[src/hw/rtl/nsfq_pkg.sv]
// Shared constants and types for the NMEA sentence framer queue.
// Used by nsfq_ctrl, nsfq_mem, nmea_sentence_framer_queue and tb_top; depends on nothing.
`default_nettype none

package nsfq_pkg;

  // Defaults for the top-level parameters
  localparam int SLOTS_DEF   = 8;
  localparam int MAX_LEN_DEF = 82;

  // Framing characters
  localparam logic [7:0] START_CHAR = 8'h24;  // '$'
  localparam logic [7:0] END_CHAR   = 8'h0A;  // line feed

  // Field widths fixed by the stream format
  localparam int OP_W     = 2;
  localparam int BYTE_W   = 8;
  localparam int OFFSET_W = 7;
  localparam int OUTLEN_W = 7;

  // Operation codes carried in in_tuser
  localparam logic [OP_W-1:0] OP_RX   = 2'd0;
  localparam logic [OP_W-1:0] OP_READ = 2'd1;
  localparam logic [OP_W-1:0] OP_POP  = 2'd2;

  // Per-word status produced by the framer control
  typedef struct packed {
    logic done;         // this byte closed a sentence
    logic rd_req;       // read of a non-empty queue, offset still to be checked
    logic queue_empty;  // after this word
    logic overflow;     // sticky, after this word
    logic too_long;     // sticky, after this word
  } ctrl_stat_t;

endpackage

`default_nettype wire

[src/hw/rtl/nsfq_ctrl.sv]
// Framer control: hunt/fill state, ring pointers, sticky flags, memory requests.
// Depends on nsfq_pkg.
`default_nettype none

module nsfq_ctrl #(
  parameter int SLOTS   = nsfq_pkg::SLOTS_DEF,
  parameter int MAX_LEN = nsfq_pkg::MAX_LEN_DEF,
  localparam int SLOT_W = $clog2(SLOTS),
  localparam int LEN_W  = $clog2(MAX_LEN + 1),
  localparam int ADDR_W = $clog2(SLOTS * MAX_LEN)
) (
  input  wire logic                          clk,
  input  wire logic                          rst_n,
  input  wire logic                          accept,
  input  wire logic [nsfq_pkg::OP_W-1:0]     op,
  input  wire logic [nsfq_pkg::BYTE_W-1:0]   rx_byte,
  input  wire logic [nsfq_pkg::OFFSET_W-1:0] read_offset,
  output nsfq_pkg::ctrl_stat_t               stat,
  output logic [LEN_W-1:0]                   sent_len,
  output logic                               wr_en,
  output logic [ADDR_W-1:0]                  wr_addr,
  output logic [nsfq_pkg::BYTE_W-1:0]        wr_data,
  output logic                               len_wr_en,
  output logic [SLOT_W-1:0]                  len_wr_slot,
  output logic [ADDR_W-1:0]                  rd_addr,
  output logic [SLOT_W-1:0]                  rd_slot
);

  logic [SLOT_W-1:0] ws_r, ws_nxt;
  logic [SLOT_W-1:0] rs_r, rs_nxt;
  logic [LEN_W-1:0]  fill_r, fill_nxt;
  logic              ovf_r, ovf_nxt;
  logic              tl_r, tl_nxt;
  logic              empty;
  logic [LEN_W-1:0]  fill_inc;

  function automatic logic [SLOT_W-1:0] next_slot(input logic [SLOT_W-1:0] s);
    next_slot = (s == SLOT_W'(SLOTS - 1)) ? '0 : s + 1'b1;
  endfunction

  assign empty    = (rs_r == ws_r);
  assign fill_inc = fill_r + 1'b1;

  // Compute next state and memory requests for the word on the input
  always_comb begin
    ws_nxt      = ws_r;
    rs_nxt      = rs_r;
    fill_nxt    = fill_r;
    ovf_nxt     = ovf_r;
    tl_nxt      = tl_r;
    wr_en       = 1'b0;
    wr_data     = rx_byte;
    len_wr_en   = 1'b0;
    stat.done   = 1'b0;
    stat.rd_req = 1'b0;
    case (op)
      nsfq_pkg::OP_RX: begin
        if (fill_r == '0) begin
          // hunt for the start character
          if (rx_byte == nsfq_pkg::START_CHAR) begin
            wr_en    = 1'b1;
            wr_data  = nsfq_pkg::START_CHAR;
            fill_nxt = LEN_W'(1);
          end
        end else if (fill_r >= LEN_W'(MAX_LEN)) begin
          // drop the sentence, it does not fit its buffer
          tl_nxt   = 1'b1;
          fill_nxt = '0;
        end else begin
          wr_en    = 1'b1;
          fill_nxt = fill_inc;
          if (rx_byte == nsfq_pkg::END_CHAR) begin
            len_wr_en = 1'b1;
            stat.done = 1'b1;
            ws_nxt    = next_slot(ws_r);
            if (next_slot(ws_r) == rs_r) begin
              ovf_nxt = 1'b1;
            end
            fill_nxt = '0;
          end
        end
      end
      nsfq_pkg::OP_READ: begin
        stat.rd_req = !empty;
      end
      nsfq_pkg::OP_POP: begin
        if (!empty) begin
          rs_nxt = next_slot(rs_r);
        end
      end
      default: begin
      end
    endcase
    stat.queue_empty = (rs_nxt == ws_nxt);
    stat.overflow    = ovf_nxt;
    stat.too_long    = tl_nxt;
  end

  // Memory addresses: slot base plus position
  assign wr_addr     = ADDR_W'(ADDR_W'(ws_r) * ADDR_W'(MAX_LEN)) + ADDR_W'(fill_r);
  assign rd_addr     = ADDR_W'(ADDR_W'(rs_r) * ADDR_W'(MAX_LEN)) + ADDR_W'(read_offset);
  assign rd_slot     = rs_r;
  assign len_wr_slot = ws_r;
  assign sent_len    = fill_inc;

  // Advance state on each accepted word
  always_ff @(posedge clk) begin
    if (!rst_n) begin
      ws_r   <= '0;
      rs_r   <= '0;
      fill_r <= '0;
      ovf_r  <= 1'b0;
      tl_r   <= 1'b0;
    end else if (accept) begin
      ws_r   <= ws_nxt;
      rs_r   <= rs_nxt;
      fill_r <= fill_nxt;
      ovf_r  <= ovf_nxt;
      tl_r   <= tl_nxt;
    end
  end

  // Fill position never passes the buffer size
  a_fill_bound: assert property (@(posedge clk) disable iff (!rst_n)
    fill_r <= LEN_W'(MAX_LEN))
    else $error("fill position beyond buffer");

  // Sticky flags never clear outside reset
  a_sticky: assert property (@(posedge clk) disable iff (!rst_n)
    (ovf_r || tl_r) |=> ((ovf_r || !$past(ovf_r)) && (tl_r || !$past(tl_r))))
    else $error("sticky flag cleared");

  // A stored byte always lands inside the write slot
  a_wr_in_slot: assert property (@(posedge clk) disable iff (!rst_n)
    (accept && wr_en) |-> (fill_r < LEN_W'(MAX_LEN)))
    else $error("byte written past slot");

endmodule

`default_nettype wire

[config.mk]
export PLATFORM = sky130hd
export DESIGN_NAME = nsfq_ctrl
export DESIGN_NICKNAME = d
export VERILOG_FILES = /design/src/hw/rtl/nsfq_pkg.sv /design/src/hw/rtl/nsfq_ctrl.sv
export SDC_FILE = /design/constraint.sdc
export NUM_CORES = 1
export LEC_CHECK = 0
export ABC_AREA = 1
export BUFFER_PORTS_ARGS = -buffer_cell sky130_fd_sc_hd__buf_2
export CAP_MARGIN = 15
export CORE_AREA = 4 4 80 90
export CTS_CLUSTER_DIAMETER = 60
export DETAILED_ROUTE_END_ITERATION = 8
export DIE_AREA = 0 0 84 94
export PLACE_DENSITY = 0.51
export SYNTH_ARGS = -nofsm -noshare
export SYNTH_HDL_FRONTEND = slang
export SYNTH_SLANG_ARGS = --single-unit
export TNS_END_PERCENT = 30
[constraint.sdc]
create_clock -name clk -period 4.6 [get_ports clk]
set_input_delay 1.38 -clock clk [delete_from_list [all_inputs] [get_ports clk]]
set_output_delay 1.38 -clock clk [all_outputs]
set_load 0.05 [all_outputs]
**Word level (Yosys, flattened, before mapping)**

Cells that the tools add are included.

- Bits in registers: 15
- Output and inout bits: 48
- Word-level logic and storage cells: 59

- $add $sub $neg: 5
- Multipliers: 2
- Order comparisons: 1
- Equality and inequality tests: 10
- Mux-type cells: 32
- Reduce and logical (&&, ||, !) cells: 4

Operator list:

| operator | count |
|---|---|
| 7-bit 2-to-1 mux | 4 |
| 3-bit 2-to-1 mux | 8 |
| 8-bit 2-to-1 mux | 3 |
| 10-bit by 7-bit adder with 10-bit output | 2 |
| 3-bit by 6-bit multiplier with 9-bit output (second input constant) | 2 |
| 1-bit 2-to-1 mux | 17 |
| 3-bit equality test | 3 |
| 8-bit by 4-bit equality test with 1-bit output (second input constant) | 1 |
| 8-bit by 6-bit equality test with 1-bit output (second input constant) | 1 |
| 7-bit by 1-bit adder with 7-bit output (second input constant) | 1 |
| 7-bit >= comparator (second input constant) | 1 |
| 7-bit zero test | 1 |
| 3-bit by 1-bit adder with 3-bit output (second input constant) | 2 |
| 3-bit equality test (second input constant) | 2 |
| 3-bit AND reduction | 1 |
| 2-bit by 1-bit equality test with 1-bit output (second input constant) | 1 |
| 2-bit equality test (second input constant) | 1 |
| 2-bit zero test | 1 |
| 2-bit by 1-bit != test with 1-bit output (second input constant) | 1 |
| 1-bit zero test | 1 |

**Depth between registers and ports, before layout**

Gate-level depths: netlist of run 1.

- Depth after elaboration: 8
- Mapped depth: 13
- Depth with buffers taken out: 13

**Worst setup path after synthesis of run 1**

Ideal clock, no wire load.

- Path kind: input -> output
- Start point: in read_offset[1] (netlist bit)
- End point: out rd_addr[9]
- Arrival: 3.117 ns
- Data required time: 3.220 ns
- Slack: 0.103 ns
- Stages: 10
- Buffers on the path: 0
- Cells stage by stage: ha_1 > fa_1 > nand3_1 > nand2_1 > nand2_1 > nand2_1 > nand2_1 > a21oi_1 > nand2_1 > xnor2_1

- Word-level cells in the longest chain between the ends: 1

RTL lines:

| what | RTL line | text |
|---|---|---|
| start, declared | nsfq_ctrl.sv:17 | `input wire logic [nsfq_pkg::OFFSET_W-1:0] read_offset,` |
| 10-bit by 7-bit adder with 10-bit output | nsfq_ctrl.sv:101 | `assign rd_addr = ADDR_W'(ADDR_W'(rs_r) * ADDR_W'(MAX_LEN)) + ADDR_W'(read_offset);` |
| end, declared | nsfq_ctrl.sv:25 | `output logic [ADDR_W-1:0] rd_addr,` |

Every way passes these cells.

**Worst setup path after layout of run 1**

Ends and elaborated chain as after synthesis.

==> results.txt, run 1 <==
Status: complete, no violations
Die W: 84 um
Reg clk slew, reported paths: 60 ps
CTS hold repair buffers: 0
First-pass GRT wire length: 7.97 mm
Arr. time, crit path: 3000 ps
TritonCTS clock tree: done
I/O pins: 68
Yosys warns: 0
Peak VDD IR: 0.0000925 V
Reg2Reg Setup Slack: 2790 ps
HPWL Detailed: 3.82 mm
Clock tree buffer depth: 2
GPL Wtd Cong: 0.755
Max-cap violations: 0
Post-synthesis sequential area ratio: 0.162
Vias in the first global route: 1812
Area Growth Syn to Fin: 22.2%
Worst path required time: 3220 ps
Setup WS pre-CTS: 207 ps
Final max-slew violation count: 0
Antenna violations before repair: 0
Syn avg cell area: 6.46 um^2
Top sig layer: met4
Clock skew: 3.75 ps
CTS Root Cell: clkbuf_8
Row cnt: 31
TritonCTS Buffers: 3
Chip height: 94 um
Tcrit/Tclk final: 0.952
Metal2 WL: 2.21 mm
Vias per cell: 4.44
Cell Area, Synth: 0.00185 mm^2
Port bufs: 65
Crit start category: primary input
Fin. Hold Viols: 0
Total Die Area: 0.00790 mm^2
CORE AREA: 0.00636 mm^2
Final setup fails: 0
Hold Crit Class: reg2reg
Synth top cells by count: nand2_1 (68), inv_1 (46), ha_1 (25)
Clk_lat worst skew: 250 ps
Setup bufs post-CTS: 0
Total GRT Usage: 0.119
Number of library cell types mapped by synthesis: 31
Design Area, Final: 0.00226 mm^2
Core Util, Final: 0.355
Post-synth top area share: 0.169
Via count: 1882
ANT nets after route: 0
P_leak: 1.36 nW
Net Count, Synth: 333
Post-synth EDFFs: 0
Clock sink count: 15
Critical path capture point type: output pin
Met1 Routed Length: 2.10 mm
Register bit total from synthesis: 15
Largest net degree at the start of global routing: 12
Violation count after the first detailed-route iteration: 60
Ant diodes: 0
Routed WL per cell: 10.8 um
Slew Limit Headroom: 0.695
Most frequent cell after synthesis: nand2_1
Gr ovfl total: 0
RSZ-0062 raised after global routing: false
Starting density of the core: 0.291
Actual slew at the worst max-slew pin: 455 ps
H-tree levels: 1
Nets@finish: 390
Area of placed instances: 0.00221 mm^2
Final setup margin: 219 ps
Final min period: 4380 ps
Post-CTS resize count: 0
Max Clk Rate: 0.228 GHz
Leading area contributor after synthesis: ha_1
Critical path type: in2out
Ys flop type: dfxtp_1
Setup TNS: 0 ps
Drt pass-1 iters: 4
PD cells: 217 mW/mm^2
Final WL: 4.58 mm
Largest cells by area after synthesis: ha_1 (17%), dfxtp_1 (16%), nand2_1 (14%)
Post-Syn Instances: 286
DRC viols: 0
Met3 wire len: 238 um
Fraction of layout instances using a drive strength above 1: 0.231
Asr flop ratio synth: 0
Total power: 490 uW
Max Fanout on Critical Path: 2
routing by layer:
| metal | vias up | global-route usage |
|---|---|---|
| li1 | 1020 | - |
| met1 | 817 | 0.142 |
| met2 | 43 | 0.221 |
| met3 | 2 | 0.0219 |
| met4 | 0 | 0.0282 |
| met5 | - | 0 |
cell usage in the layout (no fill, tap or decap), types with 2 or more instances in the layout:
cell type	n
o221ai_1	2
xnor2_1	4
ha_1	25
o21ai_0	9
nand3_2	2
clkbuf_8	3
xor2_1	15
nor2_1	22
nand3_1	18
nand2_1	68
fa_1	2
o21bai_1	2
o211ai_1	3
inv_1	46
nor2_2	2
a21oi_1	21
nand4_1	4
buf_2	65
dfxtp_1	15
flip-flops by register name, summed over array words and instances, names as in the netlist:
signal and flops:
rd_slot 3, fill_r 7, len_wr_slot 3, tl_r 1
ovf_r 1
cells by family after synthesis:
group | share of synthesized area
flip-flops | 0.162
AND/OR/NAND/NOR | 0.288
buffers and inverters | 0.136
AO/OA/AOI/OAI | 0.132
adder cells (fa/ha/maj) | 0.191
XOR/XNOR | 0.0900
report_power, final:
group | switching [mW] | internal, mW
combinational | 0.174 | 0.0619
clock | 0.0509 | 0.0600
sequential | 0.00973 | 0.133
stage by stage:
| step | std cells | hold slack [ps] |
|---|---|---|
| floorplan | 286 | 443 |
| global placement | 420 | 461 |
| detailed placement | 420 | 478 |
| CTS | 424 | 495 |
| global route | 424 | 516 |
| finish | 424 | 490 |
path summary, 6_finish.rpt:
| check | endpoint | cells after the start | from |
|---|---|---|---|
| setup / recovery | rd_addr[9] | 12 | read_offset[1] |
| setup reg to reg | ovf_r | 8 | len_wr_slot[0] |
| hold reg to reg | ovf_r | 2 | ovf_r |
| hold / removal | ovf_r | 2 | ovf_r |
worst max-delay path: stages:
cell and delay (ps):
buf_2 100, ha_1 210, fa_1 410, nand3_1 100, nand2_1 80, nand2_1 60, nand2_1 50, nand2_1 70
a21oi_1 80, nand2_1 80, xnor2_1 100, buf_2 270
final cells by class:
cell class                      count  area (um^2)
Fill cell                         735         4100
Multi-Input combinational cell    209         1300
Timing Repair Buffer               66          333
Sequential cell                    15          300
Inverter                           48          180
Tap cell                           82          103
Clock buffer                        3         41.3
Clock inverter                      1         5.00
Note: power is estimated with default switching activity, not from simulation.
==> inputs of run 2 (changes only) <==
--- a/config.mk
+++ b/config.mk
@@ -5,14 +5,14 @@
 export SDC_FILE = /design/constraint.sdc
 export NUM_CORES = 1
 export LEC_CHECK = 0
-export ABC_AREA = 1
 export BUFFER_PORTS_ARGS = -buffer_cell sky130_fd_sc_hd__buf_2
 export CAP_MARGIN = 15
-export CORE_AREA = 4 4 80 90
+export CORE_AREA = 4 4 79 88
 export CTS_CLUSTER_DIAMETER = 60
 export DETAILED_ROUTE_END_ITERATION = 8
-export DIE_AREA = 0 0 84 94
-export PLACE_DENSITY = 0.51
+export DIE_AREA = 0 0 83 92
+export MAX_ROUTING_LAYER = met4
+export PLACE_DENSITY = 0.52
 export SYNTH_ARGS = -nofsm -noshare
 export SYNTH_HDL_FRONTEND = slang
 export SYNTH_SLANG_ARGS = --single-unit
==> run 2 against run 1 <==
Effect of this change: first-iteration DRC count is 15% lower; area after synthesis is 3.5% lower; core utilization is 2.5 points higher; combinational power is 56% lower; maximum frequency is 3.4% lower; die area is 3.3% lower; critical path type unchanged; critical endpoint is now stat[2]; via count is 11% lower; critical path depth is 3 lower.
==> results.txt, run 2 <==
Reg-to-Reg Start: fill_r[0] (was len_wr_slot[0])
Largest cells by area after synthesis: ha_1 (18%), dfxtp_1 (17%), xnor2_1 (6.4%) (was ha_1 (17%), dfxtp_1 (16%), nand2_1 (14%))
CTS Root Cell: clkbuf_8 (unchanged)
Max Fanout on Critical Path: 5 (was 2)
Arr. time, crit path: 3150 ps (was 3000 ps)
Final setup fails: 0 (unchanged)
Slew Limit Headroom: 0.541 (was 0.695)
ANT nets after route: 0 (unchanged)
CORE AREA: 0.00608 mm^2 (was 0.00636 mm^2)
RSZ-0062 raised after global routing: true (was false)
Critical path capture point type: output pin (unchanged)
Syn avg cell area: 8.18 um^2 (was 6.46 um^2)
Crit path max-delay family: simple AND/OR/NAND/NOR gates (was adder cells)
Setup TNS: 0 ps (unchanged)
Cell Area, Synth: 0.00178 mm^2 (was 0.00185 mm^2)
Most frequent cell after synthesis: ha_1 (was nand2_1)
Largest register FFs: 7 (unchanged)
Register-to-Register Path Depth: 8 (unchanged)
Nets@finish: 326 (was 390)
Row cnt: 30 (was 31)
Crit start category: primary input (unchanged)
Crit path launch: rx_byte[6] (was read_offset[1])
Net Count, Synth: 265 (was 333)
TritonCTS Buffers: 3 (unchanged)
Tcrit/Tclk final: 0.986 (was 0.952)
Reg clk slew, reported paths: 70 ps (was 60 ps)
Post-synth EDFFs: 0 (unchanged)
Clock sink count: 15 (unchanged)
Commonest non-fill, non-tap cell in the layout: buf_2 (was nand2_1)
Total Die Area: 0.00764 mm^2 (was 0.00790 mm^2)
Final WL: 4.49 mm (was 4.58 mm)
Worst path required time: 3220 ps (about the same)
Starting density of the core: 0.293 (was 0.291)
Yosys warns: 0 (unchanged)
I/O pins: 68 (unchanged)
Largest net degree at the start of global routing: 16 (was 12)
TritonCTS clock tree: done (unchanged)
Antenna violations before repair: 0 (unchanged)
Max stage delay on crit path: 300 ps (was 410 ps)
First-pass GRT wire length: 7.51 mm (was 7.97 mm)
Register bit total from synthesis: 15 (unchanged)
Clock tree buffer depth: 2 (unchanged)
Critical path's slowest cell: nor4b_4 (was fa_1)
Peak VDD IR: 0.0000719 V (was 0.0000925 V)
Core Util, Final: 0.380 (was 0.355)
Number of library cell types mapped by synthesis: 44 (was 31)
Gr ovfl total: 0 (unchanged)
Post-synthesis sequential area ratio: 0.168 (was 0.162)
Synth top cells by count: ha_1 (25), nand2_1 (22), dfxtp_1 (15) (was nand2_1 (68), inv_1 (46), ha_1 (25))
HPWL Detailed: 3.61 mm (was 3.82 mm)
Area Growth Syn to Fin: 29.6% (was 22.2%)
Vias in the first global route: 1665 (was 1812)
Reg2reg end: fill_r[4] (was ovf_r)
WHS Endpoint: ovf_r (unchanged)
Chip height: 92 um (was 94 um)
Vias per cell: 4.68 (was 4.44)
Ant diodes: 0 (unchanged)
Via count: 1674 (was 1882)
Final min period: 4530 ps (was 4380 ps)
Hold Path Stages: 1 (was 2)
P_leak: 1.23 nW (was 1.36 nW)
Ys flop type: dfxtp_1 (unchanged)
Setup WS pre-CTS: -79.2 ps (was 207 ps)
PD cells: 152 mW/mm^2 (was 217 mW/mm^2)
Total power: 351 uW (was 490 uW)
CP Buf/Inv Count: 3 (was 2)
Die W: 83 um (was 84 um)
Most flops, register: fill_r (unchanged)
Max Clk Rate: 0.221 GHz (was 0.228 GHz)
Drt pass-1 iters: 4 (unchanged)
Fraction of layout instances using a drive strength above 1: 0.342 (was 0.231)
Clock skew: 5.69 ps (was 3.75 ps)
Total GRT Usage: 0.118 (was 0.119)
Final setup margin: 66.1 ps (was 219 ps)
Hold wc startpoint: ovf_r (unchanged)
Worst Hold Margin: 490 ps (about the same)
Status: complete, no violations (unchanged)
Hold Crit Class: reg2reg (unchanged)
H-tree levels: 1 (unchanged)
Critical-path cell list: buf_8, nor4_4, nand4_1, nor4b_4, buf_6, mux2i_2, xor2_1, nor3_4, buf_6 (was buf_2, ha_1, fa_1, nand3_1, nand2_1, nand2_1, nand2_1, nand2_1, a21oi_1, nand2_1, xnor2_1, buf_2)
Post-synth top area share: 0.175 (was 0.169)
Violation count after the first detailed-route iteration: 51 (was 60)
Fin. Hold Viols: 0 (unchanged)
Routed WL per cell: 12.5 um (was 10.8 um)
Asr flop ratio synth: 0 (unchanged)
Critical path type: in2out (unchanged)
GPL Wtd Cong: 0.730 (was 0.755)
Post-Syn Instances: 218 (was 286)
Most used cell, CP: buf_6 (was nand2_1)
Actual slew at the worst max-slew pin: 683 ps (was 455 ps)
Reg2Reg Setup Slack: 2180 ps (was 2790 ps)
Max-cap violations: 0 (unchanged)
Clk_lat worst skew: 260 ps (was 250 ps)
Most frequent cells in the layout: buf_2 (61), ha_1 (25), nand2_1 (22) (was nand2_1 (68), buf_2 (65), inv_1 (46))
Fillers: 694 (was 735)
Final max-slew violation count: 0 (unchanged)
CTS hold repair buffers: 0 (unchanged)
Leading area contributor after synthesis: ha_1 (unchanged)
Port bufs: 65 (unchanged)
DRC viols: 0 (unchanged)
[run 2: cell types whose count changed after synthesis, moves of 6 or more]
cell	delta
a21boi_0	+6
inv_1	-33
a21oi_1	-13
xnor2_1	+9
nor2b_1	+6
mux2i_1	+8
nor2_1	-8
nand2_1	-46
nand3_1	-11
[run 2: cell type report]
cell class	instances	area (um^2)	area share
multi-input combinational	172	1400	0.603
timing repair buffer	74	422	0.182
sequential	15	300	0.130
tap	80	100	0.0433
inverter	13	48.8	0.0211
clock buffer	3	41.3	0.0179
clock inverter	1	5.00	0.00216
[run 2: cell families (layout without fill, tap and decap cells)]
group           Yosys count  after routing  synth area share
mux                       8              8            0.0449
xor+xnor                 25             25             0.123
simple gates             72             72             0.220
compound gates           40             40             0.166
buf+inv                  31             91            0.0806
flops                    15             15             0.168
fa+ha+maj                27             27             0.198
[run 2: layer usage]
layer,vias up,routed length [um],global-route usage
met5,-,0,-
met4,0,53,0.0368
met3,5,150,0.00629
met2,38,2230,0.205
met1,760,2060,0.148
li1,871,-,-
[run 2: worst max-delay path by stage]
stage	endpoint	slack (ps)	depth (start not counted)
2_1_floorplan	stat[2]	-470	6
3_3_place_gp	stat[2]	-30	9
3_5_place_dp	stat[2]	-80	9
4_1_cts	stat[2]	-40	9
5_1_grt	stat[2]	-110	9
6_report	stat[2]	70	9
[run 2: metrics by stage]
stage | std cells | instance area [um^2]
6_report | 358 | 2310
5_1_grt | 358 | 2310
4_1_cts | 357 | 2250
3_5_place_dp | 353 | 2200
3_3_place_gp | 353 | 2200
2_1_floorplan | 218 | 1810
[run 2: timing repair]
action / CTS / global route
gates resized for setup: 2 / 14
buffers inserted: 0 / 1
pin swaps: 0 / 6
setup endpoints to repair: 2 / 4
[run 2: where the power goes]
group          switching (mW)  internal [mW]
sequential            0.00273          0.131
combinational          0.0725         0.0321
clock                  0.0525         0.0602
total                   0.128          0.223
